File: src/design/nma_pkg.sv
// ----------------------------------------------------------------------------
// nma_pkg: shared types and constants for the neighbour mean aggregator
// Widths, limits and the structs that pass between the aggregator modules.
// ----------------------------------------------------------------------------
package nma_pkg;

  localparam int MAX_FEATURES = 128;
  localparam int MAX_DEGREE   = 65535;

  localparam int VAL_W   = 32;                          // Q16.16 feature value
  localparam int SUM_W   = 48;                          // Q32.16 accumulator
  localparam int TOT_W   = SUM_W + 1;                   // sum plus value, no wrap
  localparam int MAG_W   = SUM_W;                       // magnitude of that total
  localparam int DEG_W   = 16;                          // degree and tally
  localparam int CFG_W   = 8;                           // feature_count register
  localparam int FPOS_W  = 7;                           // feature_position field
  localparam int POS_W   = $clog2(MAX_FEATURES);        // accumulator index
  localparam int CNT_W   = $clog2(MAX_FEATURES + 1);    // effective count
  localparam int STEP_W  = $clog2(MAG_W);               // divider step counter
  localparam int OUT_TDATA_W = ((VAL_W + FPOS_W + 7) / 8) * 8;

  localparam logic [CFG_W-1:0] FEATURE_COUNT_RST = CFG_W'(128);

  // Write port of the accumulator store
  typedef struct packed {
    logic                 en;
    logic [POS_W-1:0]     addr;
    logic [SUM_W-1:0]     data;
  } nma_mem_wr_t;

  // Request to the shared divider
  typedef struct packed {
    logic                 start;
    logic                 neg;
    logic [MAG_W-1:0]     mag;
    logic [DEG_W-1:0]     divisor;
  } nma_div_req_t;

  // Status back from the shared divider
  typedef struct packed {
    logic                 busy;
    logic                 done;
    logic [VAL_W-1:0]     result;
  } nma_div_rsp_t;

endpackage

File: src/design/nma_div.sv
// ----------------------------------------------------------------------------
// nma_div: shared restoring divider
// Divides a 48-bit magnitude by a 16-bit degree one quotient bit per cycle,
// then applies the sign and saturates to the signed 32-bit range.
// ----------------------------------------------------------------------------
module nma_div (
  input  logic                   clk,
  input  logic                   rst_n,
  input  nma_pkg::nma_div_req_t  req,
  output nma_pkg::nma_div_rsp_t  rsp
);
  import nma_pkg::*;

  logic                busy_r, busy_nxt;
  logic                done_r, done_nxt;
  logic [STEP_W-1:0]   step_r, step_nxt;
  logic [DEG_W-1:0]    rem_r, rem_nxt;
  logic [MAG_W-1:0]    quo_r, quo_nxt;
  logic [DEG_W-1:0]    den_r, den_nxt;
  logic                neg_r, neg_nxt;
  logic [DEG_W:0]      shifted;
  logic                fits;
  logic                sat;
  logic [VAL_W-1:0]    result;

  assign shifted = {rem_r, quo_r[MAG_W-1]};
  assign fits    = shifted >= {1'b0, den_r};

  always_comb begin
    busy_nxt = busy_r;
    done_nxt = 1'b0;
    step_nxt = step_r;
    rem_nxt  = rem_r;
    quo_nxt  = quo_r;
    den_nxt  = den_r;
    neg_nxt  = neg_r;
    if (busy_r) begin
      rem_nxt = fits ? DEG_W'(shifted - {1'b0, den_r}) : DEG_W'(shifted);
      quo_nxt = {quo_r[MAG_W-2:0], fits};
      if (step_r == '0) begin
        busy_nxt = 1'b0;
        done_nxt = 1'b1;
      end else begin
        step_nxt = step_r - 1'b1;
      end
    end else if (req.start) begin
      busy_nxt = 1'b1;
      step_nxt = STEP_W'(MAG_W - 1);
      rem_nxt  = '0;
      quo_nxt  = req.mag;
      den_nxt  = req.divisor;
      neg_nxt  = req.neg;
    end
  end

  always_ff @(posedge clk) begin
    if (!rst_n) begin
      busy_r <= 1'b0;
      done_r <= 1'b0;
    end else begin
      busy_r <= busy_nxt;
      done_r <= done_nxt;
    end
  end

  always_ff @(posedge clk) begin
    step_r <= step_nxt;
    rem_r  <= rem_nxt;
    quo_r  <= quo_nxt;
    den_r  <= den_nxt;
    neg_r  <= neg_nxt;
  end

  // A negative quotient may reach exactly 2^31; anything larger saturates.
  always_comb begin
    if (neg_r) begin
      sat    = (|quo_r[MAG_W-1:VAL_W]) || (quo_r[VAL_W-1] && (|quo_r[VAL_W-2:0]));
      result = sat ? {1'b1, {(VAL_W-1){1'b0}}} : VAL_W'(-quo_r[VAL_W-1:0]);
    end else begin
      sat    = |quo_r[MAG_W-1:VAL_W-1];
      result = sat ? {1'b0, {(VAL_W-1){1'b1}}} : quo_r[VAL_W-1:0];
    end
  end

  assign rsp.busy   = busy_r;
  assign rsp.done   = done_r;
  assign rsp.result = result;

endmodule

File: config.mk
export PLATFORM = sky130hd
export DESIGN_NAME = nma_div
export DESIGN_NICKNAME = d
export VERILOG_FILES = /design/src/design/nma_pkg.sv /design/src/design/nma_div.sv
export SDC_FILE = /design/constraint.sdc
export NUM_CORES = 1
export LEC_CHECK = 0
export BUFFER_PORTS_ARGS = -buffer_cell sky130_fd_sc_hd__buf_2
export CAP_MARGIN = 20
export CORE_MARGIN = 5
export CORE_UTILIZATION = 51
export CTS_CLUSTER_DIAMETER = 80
export DETAILED_ROUTE_END_ITERATION = 10
export HOLD_SLACK_MARGIN = 0.15
export PLACE_DENSITY = 0.77
export SYNTH_ARGS = -nofsm -noshare
export SYNTH_HDL_FRONTEND = slang
export SYNTH_SLANG_ARGS = --single-unit
export TNS_END_PERCENT = 1
File: constraint.sdc
create_clock -name clk -period 3.12 [get_ports clk]
set_input_delay 0.624 -clock clk [delete_from_list [all_inputs] [get_ports clk]]
set_output_delay 0.624 -clock clk [all_outputs]
set_load 0.05 [all_outputs]
# ---- After elaboration in Yosys (flattened, before gate mapping)
# Index checks and enable logic that the tools add are counted.
dict set report word_totals {
  in_bits 68
  out_inout_bits 34
  reg_bits 89
  word_cells 38
}
dict set report op_classes {
  eq_ne 1
  add_sub_neg 3
  order_cmp 1
  muxes 15
  n_bitwise 1
  reduce_logical 10
}
# operator n
set ops {}
lappend ops {{32-bit two-way mux} 3}
lappend ops {{48-bit two-way mux} 2}
lappend ops {{16-bit two-way mux} 3}
lappend ops {{32-bit negator} 1}
lappend ops {{31-bit OR reduction} 1}
lappend ops {{6-bit two-way mux} 3}
lappend ops {{17-bit by 16-bit greater-or-equal comparator with 1-bit output} 1}
lappend ops {{17-bit OR reduction} 1}
lappend ops {{16-bit OR reduction} 1}
lappend ops {{16-bit subtractor} 1}
lappend ops {{6-bit zero test} 1}
lappend ops {{2-bit AND reduction} 3}
lappend ops {{6-bit by 1-bit subtractor with 6-bit output (second input constant)} 1}
lappend ops {{1-bit two-way mux} 4}
lappend ops {{2-bit inequality test (second input constant)} 1}
lappend ops {{2-bit nonzero test} 1}
lappend ops {{1-bit logical AND} 1}
lappend ops {{1-bit logical OR} 1}
lappend ops {{1-bit inverter} 1}

# ---- Logic depth before layout (Yosys ltp)
dict set report logic_depth {
  word_depth 5
  ltp_mapped 12
  depth_no_buf 10
}

# ---- Worst setup path after synthesis
# Ideal clock, no wire load.
dict set report synth_path {
  path_kind {reg2out}
  startpoint {register quo_r[17]}
  endpoint {output port rsp[11] (netlist name)}
  arrival_time_ps 3883
  required_ps 2496
  path_stages_with_launch 9
  path_slack_ps -1387
  cell_sequence {edfxtp_1 > or3_1 > or4_4 > o41ai_2 > nand2b_1 > buf_6 > clkinv_4 > nand2_4 > o311ai_0}
}
# element line_no
set synth_rtl {}
lappend synth_rtl {{start, declared} nma_div.sv:18} ;# logic [MAG_W-1:0] quo_r, quo_nxt;
lappend synth_rtl {{start signal, assigned} nma_div.sv:69} ;# quo_r <= quo_nxt;
lappend synth_rtl {{end, declared} nma_div.sv:10} ;# output nma_pkg::nma_div_rsp_t rsp

==> impl_metrics.prom <==
# TYPE chip_impl_metric gauge
chip_impl_info{name="outcome",value="complete, but fails checks"} 1
chip_impl_info{name="failed_checks",value="negative setup slack"} 1
chip_impl_metric{name="detailed_route_drc_error_count",unit=""} 0
chip_impl_info{name="layout_common_cells",value="edfxtp_1, buf_2, buf_4"} 1
chip_impl_info{name="synthFlopType",value="edfxtp_1"} 1
chip_impl_metric{name="row_count",unit=""} 38
chip_impl_metric{name="crit_buf_inv",unit=""} 3
chip_impl_metric{name="timing.final.crit_share",unit="%"} 117.3
chip_impl_info{name="type_of_the_worst_setup_path",value="reg2out"} 1
chip_impl_metric{name="fin_nets",unit=""} 766
chip_impl_metric{name="place.detailed.instances",unit=""} 805
chip_impl_metric{name="wire_length_of_the_first_global_routing_pass",unit="mm"} 22.60
chip_impl_metric{name="die_w",unit="um"} 114.5
chip_impl_metric{name="antenna_found_initial",unit=""} 0
chip_impl_metric{name="vias",unit=""} 4733
chip_impl_info{name="critical_path.startpoint_type",value="flop"} 1
chip_impl_metric{name="via_per_inst",unit=""} 5.751
chip_impl_metric{name="synth-edff-count",unit=""} 87
chip_impl_metric{name="synth_fp_nets",unit=""} 612
chip_impl_metric{name="core_box_area",unit="mm^2"} 0.01075
chip_impl_metric{name="yosysWarnings",unit=""} 0
chip_impl_metric{name="worst_skew_pair.late_latency",unit="ns"} 0.36
chip_impl_metric{name="leakage_power",unit="nW"} 2.907
chip_impl_info{name="setup_repair_after_global_routing_missed_its_margin",value="yes"} 1
chip_impl_metric{name="drt-total-wl",unit="mm"} 14.14
chip_impl_metric{name="number_of_global_route_vias_before_repair",unit=""} 4689
chip_impl_metric{name="syn-mean-instance-area",unit="um^2"} 10.62
chip_impl_info{name="clockRootBuffer",value="clkbuf_8"} 1
chip_impl_metric{name="setup_viol",unit=""} 32
chip_impl_metric{name="finalWeightedCongestion",unit=""} 0.9088
chip_impl_metric{name="cp_data_required_time",unit="ns"} 2.50
chip_impl_metric{name="drt_pass1_iterations",unit=""} 5
chip_impl_metric{name="detailed_place_hpwl",unit="mm"} 10.24
chip_impl_info{name="slowest_stage_cell_cp",value="or4_4"} 1
chip_impl_metric{name="path_max_fanout",unit=""} 14
chip_impl_metric{name="synth-seq-area-share",unit="%"} 47.66
chip_impl_metric{name="delay_of_the_slowest_cell_on_the_worst_path",unit="ns"} 0.49
chip_impl_metric{name="avgRoutedWirePerCell",unit="um"} 17.18
chip_impl_metric{name="io_buffer_count",unit=""} 101
chip_impl_metric{name="ratio_of_cells_with_drive_above_1_in_the_final_layout",unit="%"} 40.26
chip_impl_metric{name="final_hold_viol_count",unit=""} 0
chip_impl_info{name="tritoncts",value="yes"} 1
chip_impl_metric{name="tightestPinTransition",unit="ns"} 0.7002
chip_impl_metric{name="dr.first_iter.drc_count",unit=""} 390
chip_impl_metric{name="worst_slew_margin_rel",unit="%"} 53.27
chip_impl_metric{name="use_met2",unit="%"} 38.03
chip_impl_metric{name="start_util",unit="%"} 51.79
chip_impl_metric{name="seqPwrFrac",unit="%"} 46.5
chip_impl_metric{name="fp.dieH",unit="um"} 114.5
chip_impl_metric{name="floorplan.die_area",unit="mm^2"} 0.01310
chip_impl_metric{name="cts_buffers",unit=""} 9
chip_impl_metric{name="maximum_operating_frequency",unit="MHz"} 273.3
chip_impl_metric{name="p_sw",unit="mW"} 1.077
chip_impl_metric{name="share_of_async_settable_or_async_resettable_flops_after_synthesis",unit="%"} 0
chip_impl_metric{name="final.setup.tns",unit="ns"} -14.22
chip_impl_metric{name="top_level_ports",unit=""} 102
chip_impl_metric{name="layoutNonFillerInstCount",unit=""} 823
chip_impl_metric{name="combPwrFrac",unit="%"} 32.3
chip_impl_metric{name="power_switching_share",unit="%"} 32.58
chip_impl_metric{name="cts_max_level",unit=""} 3
chip_impl_info{name="worstPathCellList",value="or3_4, or4_4, o41ai_2, nand2b_1, buf_12, clkinv_4, nand2_4, o311ai_4, buf_6"} 1
chip_impl_metric{name="instance_area_after_placement",unit="mm^2"} 0.006825
chip_impl_metric{name="number_of_cells_produced_by_synthesis",unit=""} 524
chip_impl_metric{name="synth.ff_latch_count",unit=""} 89
chip_impl_metric{name="final_max_slew_viol_count",unit=""} 0
chip_impl_metric{name="yosysUniqueCellTypes",unit=""} 58
chip_impl_metric{name="design_area",unit="mm^2"} 0.007357
chip_impl_metric{name="fin_skew",unit="ns"} 0.01606
chip_impl_info{name="path_type_of_the_worst_min_delay_path",value="in2reg"} 1
chip_impl_metric{name="critPathArrivalTime",unit="ns"} 3.04
chip_impl_metric{name="finalWorstSetupSlack",unit="ns"} -0.5391
chip_impl_metric{name="place_worst_setup_slack",unit="ns"} -0.3470
chip_impl_metric{name="power_frac_clock",unit="%"} 21.3
chip_impl_metric{name="clock_input_transition_at_the_sequential_cells_of_the_worst_setup_and_hold_paths",unit="ns"} 0.09
chip_impl_info{name="crit_family",value="simple AND/OR/NAND/NOR gates"} 1
chip_impl_metric{name="syn_area",unit="mm^2"} 0.005565
chip_impl_metric{name="power.density",unit="mW/mm^2"} 449.4
chip_impl_metric{name="cts_num_sinks",unit=""} 89
chip_impl_metric{name="clock_tree.buffer_depth",unit=""} 2
chip_impl_metric{name="vdd_ir_drop_max",unit="mV"} 0.2619
chip_impl_info{name="grt-busiest-layer",value="met2"} 1
chip_impl_info{name="mostFrequentLayoutCell",value="edfxtp_1"} 1
chip_impl_metric{name="detail-route-antenna-nets",unit=""} 0
chip_impl_metric{name="insertedDiodeCount",unit=""} 0
chip_impl_metric{name="finalCriticalPeriod",unit="ns"} 3.659
chip_impl_metric{name="grt_start_max_net_pins",unit=""} 37
chip_impl_metric{name="intPower",unit="mW"} 2.229
chip_impl_metric{name="grt_use_met1",unit="%"} 26.40
chip_impl_metric{name="global_route.overflow_total",unit=""} 0
chip_impl_metric{name="timing.max_cap.violations",unit=""} 0
chip_impl_metric{name="overall_fraction_of_global_route_tracks_in_use",unit="%"} 21.39
chip_impl_info{name="element_type_at_the_critical_path_end",value="output port"} 1
chip_impl_metric{name="power.total",unit="mW"} 3.306
chip_impl_metric{name="areaGrowthSynthToFinish",unit="%"} 32.19
chip_impl_metric{name="gr-usage-met3",unit="%"} 3.647
## cell usage after synthesis, types with 3 or more instances
cell type	n	share of area, %
nand2_1	42	2.8
or2_2	5	0.56
o21a_1	4	0.54
o22ai_1	3	0.34
and3_1	6	0.67
a21oi_1	24	2.2
nand4_1	4	0.45
o22a_1	3	0.47
ha_1	19	4.3
nor4_1	6	0.67
xnor2_1	11	1.7
xor2_1	5	0.79
o311ai_1	8	1.3
nand2b_1	3	0.34
buf_6	3	0.61
a21boi_0	5	0.67
mux2_2	47	9.5
o21ai_0	34	3.1
or3_1	7	0.79
and2_1	6	0.67
or4_1	3	0.40
nor2b_1	17	1.9
edfxtp_1	87	47
nand3_1	11	0.99
inv_1	32	2.2
a31oi_1	8	0.90
mux2i_1	11	2.0
nor3_1	25	2.2
clkbuf_1	14	0.94
nor2_1	29	2.0
## path summary, 6_finish.rpt
check	end	cells after the start	from	slack, ns
worst max-delay path	rsp[16]	9	quo_r[20]	-0.54
worst min-delay path	den_r[9]	1	req[9]	0.44
worst max register to register	rem_r[11]	9	rem_r[8]	0.37
worst min register to register	quo_r[46]	1	quo_r[45]	0.58
## repair_timing
item	4_1_cts	5_1_grt
buffers inserted	1	0
pin swaps	15	2
hold buffers	0	0
gates resized for setup	86	12
setup endpoints to repair	32	32
cloned	1	0
## through the flow
stage | util (%) | hold slack (ns)
after floorplan | - | 0.5509
after global placement | 63.52 | 0.5587
after detailed placement | 63.52 | 0.5709
after CTS | 68.04 | 0.4208
after global routing | 68.47 | 0.4171
final | 68.47 | 0.4406
## state kept, by name (all words and copies together) (netlist names)
name,cells
rem_r,16
busy_r,1
step_r,6
den_r,16
done_r,1
neg_r,1
quo_r,48
## power by group through the flow
stage / combinational [mW] / sequential (mW) / clock, mW
final: 1.07 / 1.54 / 0.704
after global routing: 1.16 / 1.55 / 0.781
after CTS: 1.06 / 1.53 / 0.728
after detailed placement: 0.999 / 1.56 / 0
after global placement: 0.972 / 1.55 / 0
after floorplan: 0.683 / 1.57 / 0
## area by class of cell
| cell class | count | area (um^2) |
|---|---|---|
| flip-flops and latches | 89 | 2654 |
| well taps | 140 | 175.2 |
| clock buffers | 10 | 127.6 |
| inverters | 33 | 128.9 |
| multi-input cells | 380 | 3012 |
| fillers | 797 | 3388 |
| clock inverters | 6 | 45.04 |
| repair buffers | 165 | 1215 |
## kinds of logic after synthesis
family / Yosys count / share of synthesized area [%]
buffers and inverters: 56 / 4.451
muxes: 58 / 11.49
AOI/OAI and AO/OA: 112 / 13.22
xor gates and xnor gates: 16 / 2.518
and+or+nand+nor: 173 / 16.03
adders and majority gates: 20 / 4.631
DFF: 89 / 47.66
## routing by layer
metal / up-vias / part of all wire [%]
met1: 2276 / 41
li1: 2273 / -
met2: 166 / 52
met3: 18 / 5.1
met5: - / 0
met4: 0 / 1.6
(Power assumes the default switching activity.)
